**src/rtl/assert_macros.svh**
```systemverilog
// Assertion macros for the tagged SLIP frame encoder.
// Requires clk_i and rst_ni in the scope of use.
`ifndef ASSERT_MACROS_SVH
`define ASSERT_MACROS_SVH

// check that a condition implies another in the same cycle
`define TSFE_ASSERT_IMP(lbl, a, b) \
  lbl: assert property (@(posedge clk_i) disable iff (!rst_ni) (a) |-> (b)) \
    else $error("same-cycle implication violated");

// check that a condition implies another in the next cycle
`define TSFE_ASSERT_NXT(lbl, a, b) \
  lbl: assert property (@(posedge clk_i) disable iff (!rst_ni) (a) |=> (b)) \
    else $error("next-cycle implication violated");

`endif

```
**src/rtl/tsfe_pkg.sv**
```systemverilog
// Package for the tagged SLIP frame encoder: line codes, register indexes
// and the run structure passed from encoder to serializer. No dependencies.
`timescale 1ns / 1ps

package tsfe_pkg;

  localparam logic [7:0] CODE_END     = 8'hC0;
  localparam logic [7:0] CODE_ESC     = 8'hDB;
  localparam logic [7:0] CODE_ESC_END = 8'hDC;
  localparam logic [7:0] CODE_ESC_ESC = 8'hDD;

  localparam logic [15:0] MIN_ROOM     = 16'd6;
  localparam logic [15:0] ROOM_RESET   = 16'd1024;
  localparam logic [16:0] CLOSE_MARGIN = 17'd3;
  localparam logic [15:0] OPEN_COUNT   = 16'd3;

  localparam int unsigned RUN_MAX = 6;

  localparam logic REG_FRAME_TAG  = 1'b0;
  localparam logic REG_FRAME_ROOM = 1'b1;

  typedef struct packed {
    logic [RUN_MAX-1:0][7:0] bytes;
    logic [2:0]              last_idx;
    logic                    closes;
  } run_t;

endpackage

```
**src/rtl/tagged_slip_frame_encoder_top.sv**
```systemverilog
// Path: an input transaction is registered in the input stage, then in the
// serializer's run register. Each payload byte becomes a run of up to 6 line
// bytes on the single byte output port; a new run loads as a run's last byte is sent.
// Reset: asynchronous, active low; clears frame state, tag to 0, room to 1024.
// Top level of the tagged SLIP frame encoder; uses tsfe_pkg, tsfe_encode,
// tsfe_serializer and assert_macros.svh.
`timescale 1ns / 1ps
`include "assert_macros.svh"

module tagged_slip_frame_encoder_top (
  input  logic        clk_i,
  input  logic        rst_ni,
  input  logic        psel,
  input  logic        penable,
  input  logic        pwrite,
  input  logic [2:0]  paddr,
  input  logic [31:0] pwdata,
  output logic [31:0] prdata,
  output logic        pready,
  input  logic        in_valid_i,
  output logic        in_ready_o,
  input  logic [7:0]  data_byte_i,
  input  logic        no_more_data_i,
  output logic        out_valid_o,
  input  logic        out_ready_i,
  output logic [7:0]  line_byte_o,
  output logic        closes_frame_o,
  output logic        last_of_run_o
);

  logic [15:0]    frame_tag_q, frame_room_q;
  logic           inq_valid_q;
  logic [7:0]     inq_byte_q;
  logic           inq_last_q;
  logic           run_ready, take, cfg_wr;
  tsfe_pkg::run_t run;

  assign pready = 1'b1;
  assign cfg_wr = psel && penable && pwrite && pready;

  always_comb begin
    unique case (paddr[2])
      tsfe_pkg::REG_FRAME_TAG:  prdata = {16'd0, frame_tag_q};
      tsfe_pkg::REG_FRAME_ROOM: prdata = {16'd0, frame_room_q};
      default:                  prdata = '0;
    endcase
  end

  always_ff @(posedge clk_i or negedge rst_ni) begin
    if (!rst_ni) begin
      frame_tag_q  <= '0;
      frame_room_q <= tsfe_pkg::ROOM_RESET;
    end else if (cfg_wr) begin
      unique case (paddr[2])
        tsfe_pkg::REG_FRAME_TAG:  frame_tag_q  <= pwdata[15:0];
        tsfe_pkg::REG_FRAME_ROOM: frame_room_q <= pwdata[15:0];
        default: ;
      endcase
    end
  end

  assign take       = inq_valid_q && run_ready;
  assign in_ready_o = !inq_valid_q || run_ready;

  always_ff @(posedge clk_i or negedge rst_ni) begin
    if (!rst_ni) begin
      inq_valid_q <= 1'b0;
    end else if (in_ready_o) begin
      inq_valid_q <= in_valid_i;
    end
  end

  always_ff @(posedge clk_i) begin
    if (in_valid_i && in_ready_o) begin
      inq_byte_q <= data_byte_i;
      inq_last_q <= no_more_data_i;
    end
  end

  tsfe_encode u_encode (
    .clk_i          (clk_i),
    .rst_ni         (rst_ni),
    .data_byte_i    (inq_byte_q),
    .no_more_data_i (inq_last_q),
    .take_i         (take),
    .frame_tag_i    (frame_tag_q),
    .frame_room_i   (frame_room_q),
    .run_o          (run)
  );

  tsfe_serializer u_serializer (
    .clk_i          (clk_i),
    .rst_ni         (rst_ni),
    .run_valid_i    (inq_valid_q),
    .run_i          (run),
    .run_ready_o    (run_ready),
    .line_byte_o    (line_byte_o),
    .closes_frame_o (closes_frame_o),
    .last_of_run_o  (last_of_run_o),
    .out_valid_o    (out_valid_o),
    .out_ready_i    (out_ready_i)
  );

  `TSFE_ASSERT_IMP(a_close_is_end, out_valid_o && closes_frame_o, line_byte_o == tsfe_pkg::CODE_END)
  `TSFE_ASSERT_IMP(a_close_ends_run, out_valid_o && closes_frame_o, last_of_run_o)
  `TSFE_ASSERT_IMP(a_stall_holds_item, !in_ready_o, inq_valid_q && out_valid_o)
  `TSFE_ASSERT_NXT(a_take_fills_out, take, out_valid_o)

endmodule

```
**src/rtl/tsfe_encode.sv**
```systemverilog
// Frame encoder: builds the line bytes for one payload byte and tracks
// the open frame and its byte count. Depends on tsfe_pkg.
`timescale 1ns / 1ps

module tsfe_encode (
  input  logic           clk_i,
  input  logic           rst_ni,
  input  logic [7:0]     data_byte_i,
  input  logic           no_more_data_i,
  input  logic           take_i,
  input  logic [15:0]    frame_tag_i,
  input  logic [15:0]    frame_room_i,
  output tsfe_pkg::run_t run_o
);

  logic        frame_open_q, frame_open_d;
  logic [15:0] bytes_written_q, bytes_written_d;
  logic [15:0] room;
  logic [15:0] base;
  logic [15:0] next_count;
  logic        is_end, is_esc, close;
  logic [2:0]  pos;

  always_comb begin
    room   = (frame_room_i < tsfe_pkg::MIN_ROOM) ? tsfe_pkg::MIN_ROOM : frame_room_i;
    is_end = (data_byte_i == tsfe_pkg::CODE_END);
    is_esc = (data_byte_i == tsfe_pkg::CODE_ESC);
    base   = frame_open_q ? bytes_written_q : tsfe_pkg::OPEN_COUNT;
    next_count = base + ((is_end || is_esc) ? 16'd2 : 16'd1);
    close  = no_more_data_i ||
             (({1'b0, next_count} + tsfe_pkg::CLOSE_MARGIN) > {1'b0, room});

    run_o.bytes = '0;
    pos         = 3'd0;
    if (!frame_open_q) begin
      run_o.bytes[0] = tsfe_pkg::CODE_END;
      run_o.bytes[1] = frame_tag_i[15:8];
      run_o.bytes[2] = frame_tag_i[7:0];
      pos            = 3'd3;
    end
    if (is_end || is_esc) begin
      run_o.bytes[pos]      = tsfe_pkg::CODE_ESC;
      run_o.bytes[pos+3'd1] = is_end ? tsfe_pkg::CODE_ESC_END : tsfe_pkg::CODE_ESC_ESC;
      pos                   = pos + 3'd2;
    end else begin
      run_o.bytes[pos] = data_byte_i;
      pos              = pos + 3'd1;
    end
    if (close) begin
      run_o.bytes[pos] = tsfe_pkg::CODE_END;
      pos              = pos + 3'd1;
    end
    run_o.last_idx = pos - 3'd1;
    run_o.closes   = close;

    frame_open_d    = !close;
    bytes_written_d = close ? 16'd0 : next_count;
  end

  always_ff @(posedge clk_i or negedge rst_ni) begin
    if (!rst_ni) begin
      frame_open_q    <= 1'b0;
      bytes_written_q <= '0;
    end else if (take_i) begin
      frame_open_q    <= frame_open_d;
      bytes_written_q <= bytes_written_d;
    end
  end

endmodule

```
**src/rtl/tsfe_serializer.sv**
```systemverilog
// Serializer: holds one encoded run and sends its bytes one per
// transaction on the output channel. Depends on tsfe_pkg.
`timescale 1ns / 1ps

module tsfe_serializer (
  input  logic           clk_i,
  input  logic           rst_ni,
  input  logic           run_valid_i,
  input  tsfe_pkg::run_t run_i,
  output logic           run_ready_o,
  output logic [7:0]     line_byte_o,
  output logic           closes_frame_o,
  output logic           last_of_run_o,
  output logic           out_valid_o,
  input  logic           out_ready_i
);

  tsfe_pkg::run_t run_q;
  logic           valid_q;
  logic [2:0]     idx_q;
  logic           at_last, fire, done;

  always_comb begin
    at_last        = (idx_q == run_q.last_idx);
    fire           = valid_q && out_ready_i;
    done           = fire && at_last;
    run_ready_o    = !valid_q || done;
    out_valid_o    = valid_q;
    line_byte_o    = run_q.bytes[idx_q];
    last_of_run_o  = at_last;
    closes_frame_o = at_last && run_q.closes;
  end

  always_ff @(posedge clk_i or negedge rst_ni) begin
    if (!rst_ni) begin
      valid_q <= 1'b0;
      idx_q   <= '0;
    end else if (run_ready_o && run_valid_i) begin
      valid_q <= 1'b1;
      idx_q   <= '0;
    end else if (done) begin
      valid_q <= 1'b0;
    end else if (fire) begin
      idx_q <= idx_q + 3'd1;
    end
  end

  always_ff @(posedge clk_i) begin
    if (run_ready_o && run_valid_i) begin
      run_q <= run_i;
    end
  end

endmodule

```
**config.mk**
```make
export PLATFORM = sky130hd
export DESIGN_NAME = tagged_slip_frame_encoder_top
export DESIGN_NICKNAME = d
export VERILOG_FILES = /design/src/rtl/tsfe_pkg.sv /design/src/rtl/tagged_slip_frame_encoder_top.sv /design/src/rtl/tsfe_encode.sv /design/src/rtl/tsfe_serializer.sv
export VERILOG_INCLUDE_DIRS = /design/src /design/src/rtl
export SDC_FILE = /design/constraint.sdc
export NUM_CORES = 1
export LEC_CHECK = 0
export BUFFER_PORTS_ARGS = -buffer_cell sky130_fd_sc_hd__buf_4
export CAP_MARGIN = 20
export CORE_AREA = 2 2 128 130
export DETAILED_ROUTE_END_ITERATION = 8
export DIE_AREA = 0 0 130 132
export PLACE_DENSITY_LB_ADDON = 0.25
export SKIP_LAST_GASP = 1
export SYNTH_ARGS = -nofsm -noshare
export SYNTH_HDL_FRONTEND = slang
export SYNTH_SLANG_ARGS = --single-unit
```
**constraint.sdc**
```tcl
create_clock -name clk_i -period 5.5 [get_ports clk_i]
set_input_delay 1.1 -clock clk_i [delete_from_list [all_inputs] [get_ports clk_i]]
set_output_delay 1.1 -clock clk_i [all_outputs]
set_load 0.01 [all_outputs]
```
# After elaboration in Yosys (flattened, before gate mapping)
# Index checks and enable logic that the tools add are counted.
[totals]
regBits = 115
inputBits = 51
output_inout_bits = 45
[classes]
add_sub_neg = 7
n_lt_le_gt_ge = 9
eq_ne = 4
n_mux = 27
n_bitwise = 7
n_reduce_logical = 22
[op_table]
columns = ["cell", "count"]
rows = [
  ["$bwmux 48", 2],
  ["$mux 48", 2],
  ["$demux 8 s3", 3],
  ["$pmux 32 s2", 1],
  ["$mux 16", 3],
  ["$and 36x36->36", 1],
  ["$not 36->36", 1],
  ["$or 18x36->36", 1],
  ["$mux 8", 4],
  ["$bmux 8 s3", 1],
  ["$mux 24", 1],
  ["$add 16x2->17 const B", 1],
  ["$gt 17x16->1", 1],
  ["$add 16x16->16", 1],
  ["$eq 8x8->1 const B", 2],
  ["$lt 16x3->1 const B", 1],
  ["$mux 3", 5],
  ["$and 6x12->12", 1],
  ["$lt 3x4->1 const B", 3],
  ["$not 12->12", 1],
  ["$or 12x12->12", 1],
  ["$logic_and 1x1->1", 10],
  ["$add 3x1->3 const B", 2],
  ["$ge 3x1->1 const B", 2],
  ["other kinds (14)", 25],
]

# Longest topological paths before layout
# Gate-level depths: netlist of run 1.
[depth]
word_depth = 11
mapped_depth = 27

# By module
# From an unflattened synthesis of run 1, not the netlist that was laid out.
[hier_totals]
cells_unflattened = 598
hier_area_um2 = 6847.8
[by_module_without_submodules]
columns = ["module", "n_inst", "cells_per_inst", "area_per_inst_um2", "seq_area_each_um2"]
rows = [
  ["tsfe_encode", 1, 351, 2607.5, 425.4],
  ["tsfe_serializer", 1, 128, 2321.0, 1661.6],
  ["tagged_slip_frame_encoder_top", 1, 119, 1919.3, 1097.3],
]

# Worst setup path before layout of run 1
# OpenSTA, ideal clock, no wires.
[synth_path]
kind = "register to register"
from = "register u_encode.frame_open_q"
to = "register u_serializer.run_q[3] (netlist bit) (data pin)"
setup_time_ps = 260
t_arrival_ps = 5532
required_time_ps = 5240
setup_slack_ps = -292
stages_incl_launch_ff = 27
n_path_buf = 6
period_less_slack_ps = 5792
cell_sequence = "dfrtp_1 buf_2 buf_2 buf_1 nand2b_1 ha_1 fa_1 clkbuf_1 xnor2_1 o21ai_0 or3_1 or4_1 nor2_1 xnor2_1 ha_1 a21o_1 a211oi_1 nand3_1 a21oi_1 and2_4 buf_8 inv_6 buf_6 mux2i_1 ha_1 xor2_1 xnor2_1"
[synth_rtl]
columns = ["element", "line", "source"]
rows = [
  ["from (decl)", "tsfe_encode.sv:16", "logic frame_open_q, frame_open_d;"],
  ["from (signal assigned)", "tsfe_encode.sv:65", "frame_open_q <= frame_open_d;"],
  ["to (signal assigned)", "tsfe_serializer.sv:50", "run_q <= run_i;"],
  ["to (decl)", "tsfe_serializer.sv:18", "tsfe_pkg::run_t run_q;"],
]

==> results of run 1 <==
[critical path, delay by kind of cell, from the launching register on]
| kind | cells | cell delay [ns] |
|---|---|---|
| buf+inv | 1 | 0.03 |
| fa+ha+maj | 4 | 0.87 |
| flops | 1 | 0.46 |
| simple gates | 8 | 2.08 |
| compound gates | 4 | 0.82 |
| mux | 1 | 0.15 |
| xor+xnor | 4 | 0.63 |
[sequential cells by signal, summed over array words and instances (netlist names)]
register,cells
u_serializer.run_q,40
inq_last_q,1
inq_byte_q,8
inq_valid_q,1
frame_tag_q,16
u_serializer.out_valid_o,1
u_encode.frame_open_q,1
u_serializer.idx_q,3
u_encode.bytes_written_q,16
frame_room_q,16
[cell usage after synthesis, drive strengths merged, types with 5 or more instances]
cell type / instances / area, sq um
nand2: 57 / 216
dfrtp: 53 / 1330
edfxtp: 49 / 1470
mux2: 45 / 507
inv: 35 / 136
buf: 32 / 230
nor2: 30 / 113
ha: 26 / 325
o21ai: 20 / 100
xnor2: 16 / 140
a21oi: 15 / 75.1
clkbuf: 14 / 52.6
o31ai: 14 / 150
nor2b: 12 / 75.1
nand3: 11 / 65.1
xor2: 11 / 96.3
and2: 9 / 58.8
nor4: 9 / 56.3
nand4: 8 / 56.3
mux4: 7 / 158
nor3: 7 / 35.0
a211oi: 5 / 42.5
mux2i: 5 / 50.1
nand2b: 5 / 31.3
o22ai: 5 / 31.3
[cell families (layout without fill, tap and decap cells)]
family / Yosys count / count (layout) / synth area share, %
simple gates: 171 / 171 / 14.3
flops: 103 / 103 / 45.8
compound gates: 95 / 95 / 11.8
buf+inv: 81 / 152 / 6.80
mux: 57 / 57 / 11.6
fa+ha+maj: 28 / 28 / 5.76
xor+xnor: 27 / 27 / 3.83
other cells: 2 / 17 / 0.122
[metal layers]
layer / up-vias / wire (um)
li1: 2174 / -
met5: - / 0
met1: 2246 / 6810
met3: 13 / 758
met4: 0 / 189
met2: 133 / 7210
[metrics by stage]
step	power [uW]	setup WS (ns)	hold slack, ns	util (%)	instance area (sq um)
floorplan	2040	0.0205	0.448	-	6260
global placement	2470	0.0498	0.462	44.4	6980
detailed placement	2510	-0.0324	0.482	44.4	6980
CTS	3250	0.0230	0.498	46.7	7330
global route	3480	-0.0281	0.511	47.5	7460
finish	3260	0.204	0.494	47.5	7460
[where the power goes]
part	internal, uW	switching, uW	leakage, uW
clock network	414	303	0.000165
registers	1000	169	0.00111
logic	641	733	0.00184
[worst paths after layout]
kind / endpoint / start / cells after the start / slack, ns
max in group asynchronous: u_encode.frame_open_q / rst_ni / 1 / 4.19
min in group asynchronous: inq_valid_q / rst_ni / 1 / 0.78
worst max-delay path: u_serializer.run_q[3] / inq_byte_q[0] / 22 / 0.20
worst max register to register: u_serializer.run_q[3] / inq_byte_q[0] / 22 / 0.20
worst min-delay path: u_encode.bytes_written_q[1] / u_encode.bytes_written_q[1] / 2 / 0.49
worst min register to register: u_encode.bytes_written_q[1] / u_encode.bytes_written_q[1] / 2 / 0.49
[cell type report]
class,instances,share of cell area [%]
Sequential cell,103,37.9
Clock buffer,11,3.69
Inverter,35,1.83
Timing Repair Buffer,101,10.2
Multi-Input combinational cell,395,41.9
Tap cell,216,3.62
Clock inverter,5,0.889
[what timing repair did]
item / 4_1_cts / 5_1_grt
pin swaps: 0 / 8
resized for setup: 2 / 21
endpoints found under the setup margin: 1 / 13
buffers inserted: 0 / 3
==> summary.md, run 1 <==
| Metric | Value |
|---|---|
| Largest net degree at the start of global routing | 55 |
| CP arrival | 5.40 ns |
| Post-DP HPWL | 10900 um |
| Die Wd | 130 um |
| Ant. Diodes | 0 |
| Vias | 4566 |
| Commonest non-fill, non-tap cell in the layout | buf_4 |
| CTS Hold Bufs | 0 |
| Met1 usage | 24.1% |
| Minimum clock period | roughly 5.3 ns |
| Syn Std Cell Area | 6170 sq um |
| Clk Latency, worst-skew pair | 0.36 ns |
| Met3 Use GR | 3.98% |
| Share of cells above drive strength 1 | 33.2% |
| Met2 Track Usage GR | 28.7% |
| Starting Density | 39.2% |
| CTS tree | done |
| Seq cells post-synth | 103 |
| Crit. End Element | flip-flop |
| Status | finished, final reports clean |
| Total congestion overflow | 0 |
| Worst vdd ir | roughly 0.00022 V |
| First-pass GRT wire length | 23400 um |
| PD cells | between 400 and 500 nW/um^2 |
| Mapped Cells | between 500 and 600 |
| Crit path kind | reg2reg |
| DRT Pass-1 Iters | 5 |
| Worst slew pin tran | 1.01 ns |
| Crit-path max FO | 3 |
| DIE AREA | between 15000 and 20000 sq um |
| CP max stage cell | or4_4 |
| Clock Tree Buf Depth | 2 |
| Routed length per instance | 17.3 um |
| Final WL | 15000 um |
| GR peak layer | met2 |
| Asr flop ratio synth | 52.4% |
| YS warnings | 0 |
| CP peak stage delay | 0.53 ns |
| Clk slew on worst S/H paths | roughly 0.080 ns |
| Setup_tns | 0 ns |
| Tcrit/Tclk final | just under 100% |
| Seq. cell area | 2830 sq um |
| Highest Clock Rate | 189 MHz |
| Nets@finish | 723 |
| Final Hold Fails | 0 |
| Footprint of the multi-input gates | 3120 sq um |
| Leak pwr | 0.00312 uW |
| Seq/Total Area, Yosys | between 40% and 50% |
| Cell Rows | 46 |
| Maxcap violations | 0 |
| Dominant synthesized flop cell | dfrtp_1 |
| Post-synth EDFFs | around 50 |
| Via/cell ratio | 5.27 |
| Number of global-route vias before repair | between 4000 and 5000 |
| CP startpoint kind | flip-flop |
| Setup Viol. Count Final | 0 |
| Antenna viol nets, final | 0 |
| DR iter-0 viols | between 200 and 300 |
| Most frequent cells in the layout | buf_4 (100), nand2_1 (56), dfrtp_1 (52) |
| Placed cell count | 847 |
| Max_slew headroom | 32.5% |
| I/O Buffers | 60 |
| Area grow syn2layout | 20.9% |
| Gr usage total | 17.7% |
| Fillcell total | between 1000 and 1500 |
| IO Pins | 96 |
| Die height | 132 um |
| Inserted Clock Buffers | 9 |
| Clock Skew | around 0.01 ns |
| Initial antenna violation count | 0 |
| Clock sink count | 103 |
| Fin cells | 866 |
| Synth cell types | 74 |
| Core Footprint | approximately 16000 sq um |
| CP Cell Sequence | and4_4 > o21ai_4 > ha_4 > fa_2 > nand3_4 > or4_4 > xnor2_4 > or2_2 > or4_4 > nor2_2 > xnor2_1 > ha_1 > a21o_1 > a211oi_2 > nand3_1 > a21oi_2 > and2_4 > inv_6 > mux2i_1 > ha_1 > xor2_1 > xnor2_1 |
| Drt drc | 0 |
| H-tree level count | 3 |
| Required @ worst endpoint | 5.61 ns |
| Root Driver | clkbuf_16 |
| HP Class | reg2reg |
| Pins over their slew limit | 0 |
| Syn avg cell area | 10.9 sq um |
| Placer Congestion | 0.863 |
Note: power is estimated with default switching activity, not from simulation.
==> run 2, diff against run 1 <==
--- a/config.mk
+++ b/config.mk
@@ -6,11 +6,12 @@
 export SDC_FILE = /design/constraint.sdc
 export NUM_CORES = 1
 export LEC_CHECK = 0
+export ABC_AREA = 1
 export BUFFER_PORTS_ARGS = -buffer_cell sky130_fd_sc_hd__buf_4
 export CAP_MARGIN = 20
-export CORE_AREA = 2 2 128 130
+export CORE_AREA = 2 2 129 131
 export DETAILED_ROUTE_END_ITERATION = 8
-export DIE_AREA = 0 0 130 132
+export DIE_AREA = 0 0 131 133
 export PLACE_DENSITY_LB_ADDON = 0.25
 export SKIP_LAST_GASP = 1
 export SYNTH_ARGS = -nofsm -noshare
==> constraint.sdc (replaced) <==
create_clock -name clk_i -period 5.5 [get_ports clk_i]
set_input_delay 0.825 -clock clk_i [delete_from_list [all_inputs] [get_ports clk_i]]
set_output_delay 0.825 -clock clk_i [all_outputs]
set_load 0.01 [all_outputs]
==> summary.md, run 2 <==
| Metric | Value |
|---|---|
| Via/cell ratio | 4.72 |
| Total congestion overflow | 0 |
| Leak pwr | 0.00355 uW |
| IO Pins | 96 |
| Post-synth EDFFs | 49 |
| Final WL | 14700 um |
| Antenna viol nets, final | 0 |
| Dominant synthesized flop cell | dfrtp_1 |
| Area grow syn2layout | 15.7% |
| Asr flop ratio synth | 52.4% |
| Initial antenna violation count | 1 |
| CP peak stage delay | between 0.4 and 0.5 ns |
| Synth area leaders | edfxtp_1 (23%), dfrtp_1 (21%), nand2_1 (14%) |
| Setup_tns | 0 ns |
| Core Footprint | 16200 sq um |
| Number of global-route vias before repair | 4768 |
| Root Driver | clkbuf_16 |
| Worst vdd ir | 0.000210 V |
| CP arrival | 5.21 ns |
| Post-DP HPWL | between 10000 and 15000 um |
| Crit. End Element | flip-flop |
| Share of cells above drive strength 1 | between 10 and 15% |
| Pins over their slew limit | 0 |
| Biggest register | u_serializer.run_q |
| Critical Path Most Common Cell | nand2_1 |
| Maxcap violations | 0 |
| Nets@finish | between 900 and 1000 |
| I/O Buffers | 60 |
| Most frequent cells in the layout | nand2_1 (226), inv_1 (119), buf_4 (69) |
| Placed cell count | 1070 |
| Drt drc | 0 |
| Count leader, synth | nand2_1 |
| Cell Rows | 47 |
| Syn avg cell area | 7.74 sq um |
| Die height | 133 um |
| Clk Latency, worst-skew pair | 0.35 ns |
| Final core occ | 45.0% |
| PD cells | 391 nW/um^2 |
| Vias | a little over 5000 |
| HP Class | reg2reg |
| Worst slew pin tran | 0.908 ns |
| Ant. Diodes | 0 |
| Tcrit/Tclk final | 92.7% |
| Clock sink count | roughly 100 |
| H-tree level count | 3 |
| Crit-path max FO | 5 |
| Placer Congestion | 0.807 |
| DIE AREA | 17400 sq um |
| Syn Std Cell Area | roughly 6300 sq um |
| Final Hold Fails | 0 |
| Status | finished, final reports clean |
| Commonest non-fill, non-tap cell in the layout | nand2_1 |
| Largest register FFs | 40 |
| Share of the synthesized area in the top cell type | 23.4% |
| Clk slew on worst S/H paths | around 0.070 ns |
| First-pass GRT wire length | 23600 um |
| Synth cell types | 41 |
| Required @ worst endpoint | 5.61 ns |
| Commonest cells in the netlist | nand2_1 (231), inv_1 (120), o21ai_0 (64) |
| Highest Clock Rate | 196 MHz |
| Starting Density | 38.9% |
| CTS tree | done |
| Gr usage total | about 17% |
| Routed length per instance | between 10 and 15 um |
| Minimum clock period | ~5.1 ns |
| Clock Tree Buf Depth | 2 |
| Die Wd | 131 um |
| Overall power | 2840 uW |
| CP max stage cell | edfxtp_1 |
| CP startpoint kind | flip-flop |
| Largest net degree at the start of global routing | just under 60 |
| YS warnings | 0 |
| Inserted Clock Buffers | 9 |
| Mapped Cells | about 810 |
| Seq cells post-synth | 103 |
| Setup Viol. Count Final | 0 |
| Crit path kind | reg2reg |
| DR iter-0 viols | around 350 |
| Seq/Total Area, Yosys | 44.9% |
| DRT Pass-1 Iters | 5 |
| Max_slew headroom | 39.3% |
| Clock Skew | 0.00697 ns |
| Yosys top cell by area | edfxtp_1 |
| Fin cells | around 1100 |
run 2: logic make-up (layout without fill, tap and decap cells):
kind of cell	Yosys count	count (layout)	share of synthesized area [%]
XOR/XNOR	14	14	1.95
AND/OR/NAND/NOR	381	381	26.0
adder cells (fa/ha/maj)	27	27	5.49
flip-flops	103	103	44.9
other	2	17	0.119
AO/OA/AOI/OAI	115	115	9.89
buffers and inverters	170	211	11.6
run 2: per-layer routing:
metal	vias to the layer above	track usage [%]	wire length (um)
met2	104	27.4	6900
met3	18	2.99	529
met5	-	0	0
li1	2664	-	-
met1	2351	24.5	7080
met4	0	4.55	221
run 2: critical path: cells and delay by family (launching register included):
family,cells,cell delay (ns)
AO/OA/AOI/OAI,2,0.33
XOR/XNOR,2,0.37
adder cells (fa/ha/maj),4,1.08
buffers and inverters,4,0.29
flip-flops,1,0.46
AND/OR/NAND/NOR,21,2.31
run 2: cell type report:
cell class / count / area [sq um]
clock buffers: 12 / 238
inverters: 125 / 469
fillers: 1628 / 8900
clock inverters: 4 / 55.1
repair buffers: 70 / 529
multi-input cells: 554 / 2880
flip-flops and latches: 103 / 2820
well taps: 220 / 275
run 2: timing repair:
item / 4_1_cts / 5_1_grt
resized for setup: 0 / 20
setup buffers: 0 / 2
hold buffers: 0 / 0
setup endpoints to repair: 0 / 8
run 2: where the power goes:
group          total (uW)  internal, uW  switching, uW
combinational        1080           414            663
clock                 647           359            288
sequential           1120           988            129
run 2: path summary, 6_finish.rpt:
kind	cells after the start	start	end	slack, ns
max in group asynchronous	1	rst_ni	frame_tag_q[8]	4.48
max reg2reg	33	inq_byte_q[5]	u_serializer.run_q[3]	0.40
min reg2reg	2	u_encode.bytes_written_q[0]	u_encode.bytes_written_q[0]	0.48
min in group asynchronous	1	rst_ni	u_encode.bytes_written_q[11]	0.50
max	33	inq_byte_q[5]	u_serializer.run_q[3]	0.40
min	2	u_encode.bytes_written_q[0]	u_encode.bytes_written_q[0]	0.48
run 2: through the flow:
stage                     worst slack (ns)  hold WS (ns)  instance area (sq um)
final                                0.400         0.475                   7270
after global routing               -0.0243         0.498                   7270
after CTS                          0.00307         0.477                   7160
after detailed placement            0.0399         0.459                   6870
after global placement               0.128         0.462                   6870
after floorplan                     0.0852         0.442                   6340
==> run 3, diff against run 2 <==
--- a/config.mk
+++ b/config.mk
@@ -9,9 +9,9 @@
 export ABC_AREA = 1
 export BUFFER_PORTS_ARGS = -buffer_cell sky130_fd_sc_hd__buf_4
 export CAP_MARGIN = 20
-export CORE_AREA = 2 2 129 131
+export CORE_AREA = 2 2 113 115
 export DETAILED_ROUTE_END_ITERATION = 8
-export DIE_AREA = 0 0 131 133
+export DIE_AREA = 0 0 115 117
 export PLACE_DENSITY_LB_ADDON = 0.25
 export SKIP_LAST_GASP = 1
 export SYNTH_ARGS = -nofsm -noshare
==> summary.md, run 3 (synthesis results as in run 2) <==
| Metric | Value |
|---|---|
| Crit-path max FO | 6 |
| Total congestion overflow | 0 |
| Largest register FFs | 40 |
| Pins over their slew limit | 0 |
| Commonest non-fill, non-tap cell in the layout | nand2_1 |
| Cell Rows | a little over 40 |
| DRT Pass-1 Iters | 5 |
| Die Wd | about 120 um |
| CTS Hold Bufs | 0 |
| Status | finished, final reports clean |
| Worst slew pin tran | about 0.91 ns |
| Clock Skew | 0.00887 ns |
| Highest Clock Rate | roughly 200 MHz |
| Clk slew on worst S/H paths | 0.07 ns |
| Via/cell ratio | 5.23 |
| Initial antenna violation count | 1 |
| CP arrival | 5.22 ns |
| Worst reg-to-reg path cell count | 38 |
| Met1 usage | about 29% |
| HP Class | reg2reg |
| IO Pins | 96 |
| DR iter-0 viols | 586 |
| Gr usage total | 22.6% |
| CP startpoint kind | flip-flop |
| Antenna viol nets, final | 0 |
| PD cells | between 400 and 500 nW/um^2 |
| Clock Tree Buf Depth | 2 |
| Reg-to-reg startpoint | inq_byte_q[5] |
| Inserted Clock Buffers | 9 |
| Minimum clock period | 5.11 ns |
| Leak pwr | around 0.0036 uW |
| Most frequent cells in the layout | nand2_1 (226), inv_1 (119), buf_4 (73) |
| Critical Path Stages | 38 |
| Met3 Use GR | 4.02% |
| Core Footprint | 12300 sq um |
| Worst vdd ir | 0.000183 V |
| Setup Viol. Count Final | 0 |
| Largest net degree at the start of global routing | 58 |
| Nets@finish | 944 |
| Number of global-route vias before repair | 5112 |
| Tcrit/Tclk final | 92.9% |
| Delay-heaviest family, CP | simple AND/OR/NAND/NOR gates |
| First-pass GRT wire length | 23900 um |
| Hold_sp | frame_tag_q[0] |
| Drt drc | 0 |
| Crit. End Element | flip-flop |
| Required @ worst endpoint | around 5.6 ns |
| Placed cell count | 999 |
| Worst hold path cell count | 2 |
| Vias | roughly 5300 |
| Maxcap violations | 0 |
| Routed length per instance | 14.4 um |
| Fillcell total | 1110 |
| Final Hold Fails | 0 |
| Area grow syn2layout | 15.3% |
| Setup_tns | 0 ns |
| CP peak stage delay | 0.54 ns |
| Crit path kind | reg2reg |
| CTS tree | done |
| Fin cells | 1022 |
| Biggest register | u_serializer.run_q |
| I/O Buffers | 60 |
| CP max stage cell | fa_1 |
| R2R Setup Slk | 0.39 ns |
| Clk Latency, worst-skew pair | between 0.3 and 0.4 ns |
| Clock sink count | about 100 |
| Max_slew headroom | between 30 and 40% |
| Critical Path Most Common Cell | nand2_1 |
| Post-DP HPWL | 10600 um |
| Hold worst-path end | frame_tag_q[0] |
| Met2 Track Usage GR | 38.7% |
| Die height | 117 um |
| Critical path buffers and inverters | 8 |
| Share of cells above drive strength 1 | 15.5% |
| H-tree level count | 3 |
| GR peak layer | met2 |
| Final WL | 14700 um |
| R2r endpoint | u_serializer.run_q[3] |
| Starting Density | roughly half |
| Placer Congestion | approximately 0.9 |
| DIE AREA | 13500 sq um |
| Root Driver | clkbuf_16 |
run 3: area by class of cell:
type | instances | area (sq um) | share of cell area, %
Multi-Input combinational cell | 554 | 2880 | 39.7
Sequential cell | 103 | 2820 | 39.0
Timing Repair Buffer | 73 | 548 | 7.56
Inverter | 125 | 469 | 6.47
Clock buffer | 13 | 293 | 4.04
Tap cell | 150 | 188 | 2.59
Clock inverter | 3 | 43.8 | 0.604
Antenna cell | 1 | 2.50 | 0.0345
run 3: how the worst max path moves through the flow:
| stage | start | end | slack [ns] |
|---|---|---|---|
| finish | inq_byte_q[5] | u_serializer.run_q[3] | 0.39 |
| detailed placement | inq_byte_q[2] | u_serializer.run_q[3] | 0.15 |
| global route | inq_byte_q[5] | u_serializer.run_q[3] | -0.05 |
| floorplan | inq_byte_q[2] | u_serializer.run_q[3] | 0.09 |
| global placement | inq_byte_q[5] | u_serializer.run_q[3] | 0.24 |
| CTS | inq_byte_q[2] | u_serializer.run_q[3] | 0.12 |
run 3: metal layers:
metal	share of wire, %	vias up	routed length [um]
met5	0	-	0
met4	2.2	0	325
met3	4.6	27	672
met2	50	172	7310
met1	43	2474	6390
li1	-	2674	-
run 3: repair_timing:
item,in CTS,in global routing
endpoints found under the setup margin,0,9
gates resized for setup,0,21
buffers inserted,0,6
run 3: power breakdown:
part / total (uW) / internal (uW) / switching (uW) / leakage [uW]
registers: 1110 / 988 / 127 / 0.00114
logic: 1090 / 414 / 679 / 0.00230
clock network: 711 / 422 / 289 / 0.000167
run 3: metrics by stage:
| stage | worst slack, ns | power, uW | hold WS [ns] | cell area [sq um] | utilization [%] |
|---|---|---|---|---|---|
| 3_3_place_gp | 0.237 | 2140 | 0.459 | 6780 | 55.0 |
| 2_1_floorplan | 0.0852 | 1830 | 0.442 | 6340 | - |
| 3_5_place_dp | 0.152 | 2180 | 0.463 | 6780 | 55.0 |
| 5_1_grt | -0.0514 | 3130 | 0.510 | 7250 | 58.9 |
| 6_report | 0.389 | 2920 | 0.486 | 7250 | 58.9 |
| 4_1_cts | 0.119 | 2900 | 0.483 | 7110 | 57.8 |
run 3: worst register-to-register path, delay by kind of cell (launching register included):
family                   cells  cell delay [ns]
AND/OR/NAND/NOR             22             1.97
buffers and inverters        8             0.62
adder cells (fa/ha/maj)      5             1.44
AO/OA/AOI/OAI                1             0.07
flip-flops                   1             0.46
XOR/XNOR                     2             0.30
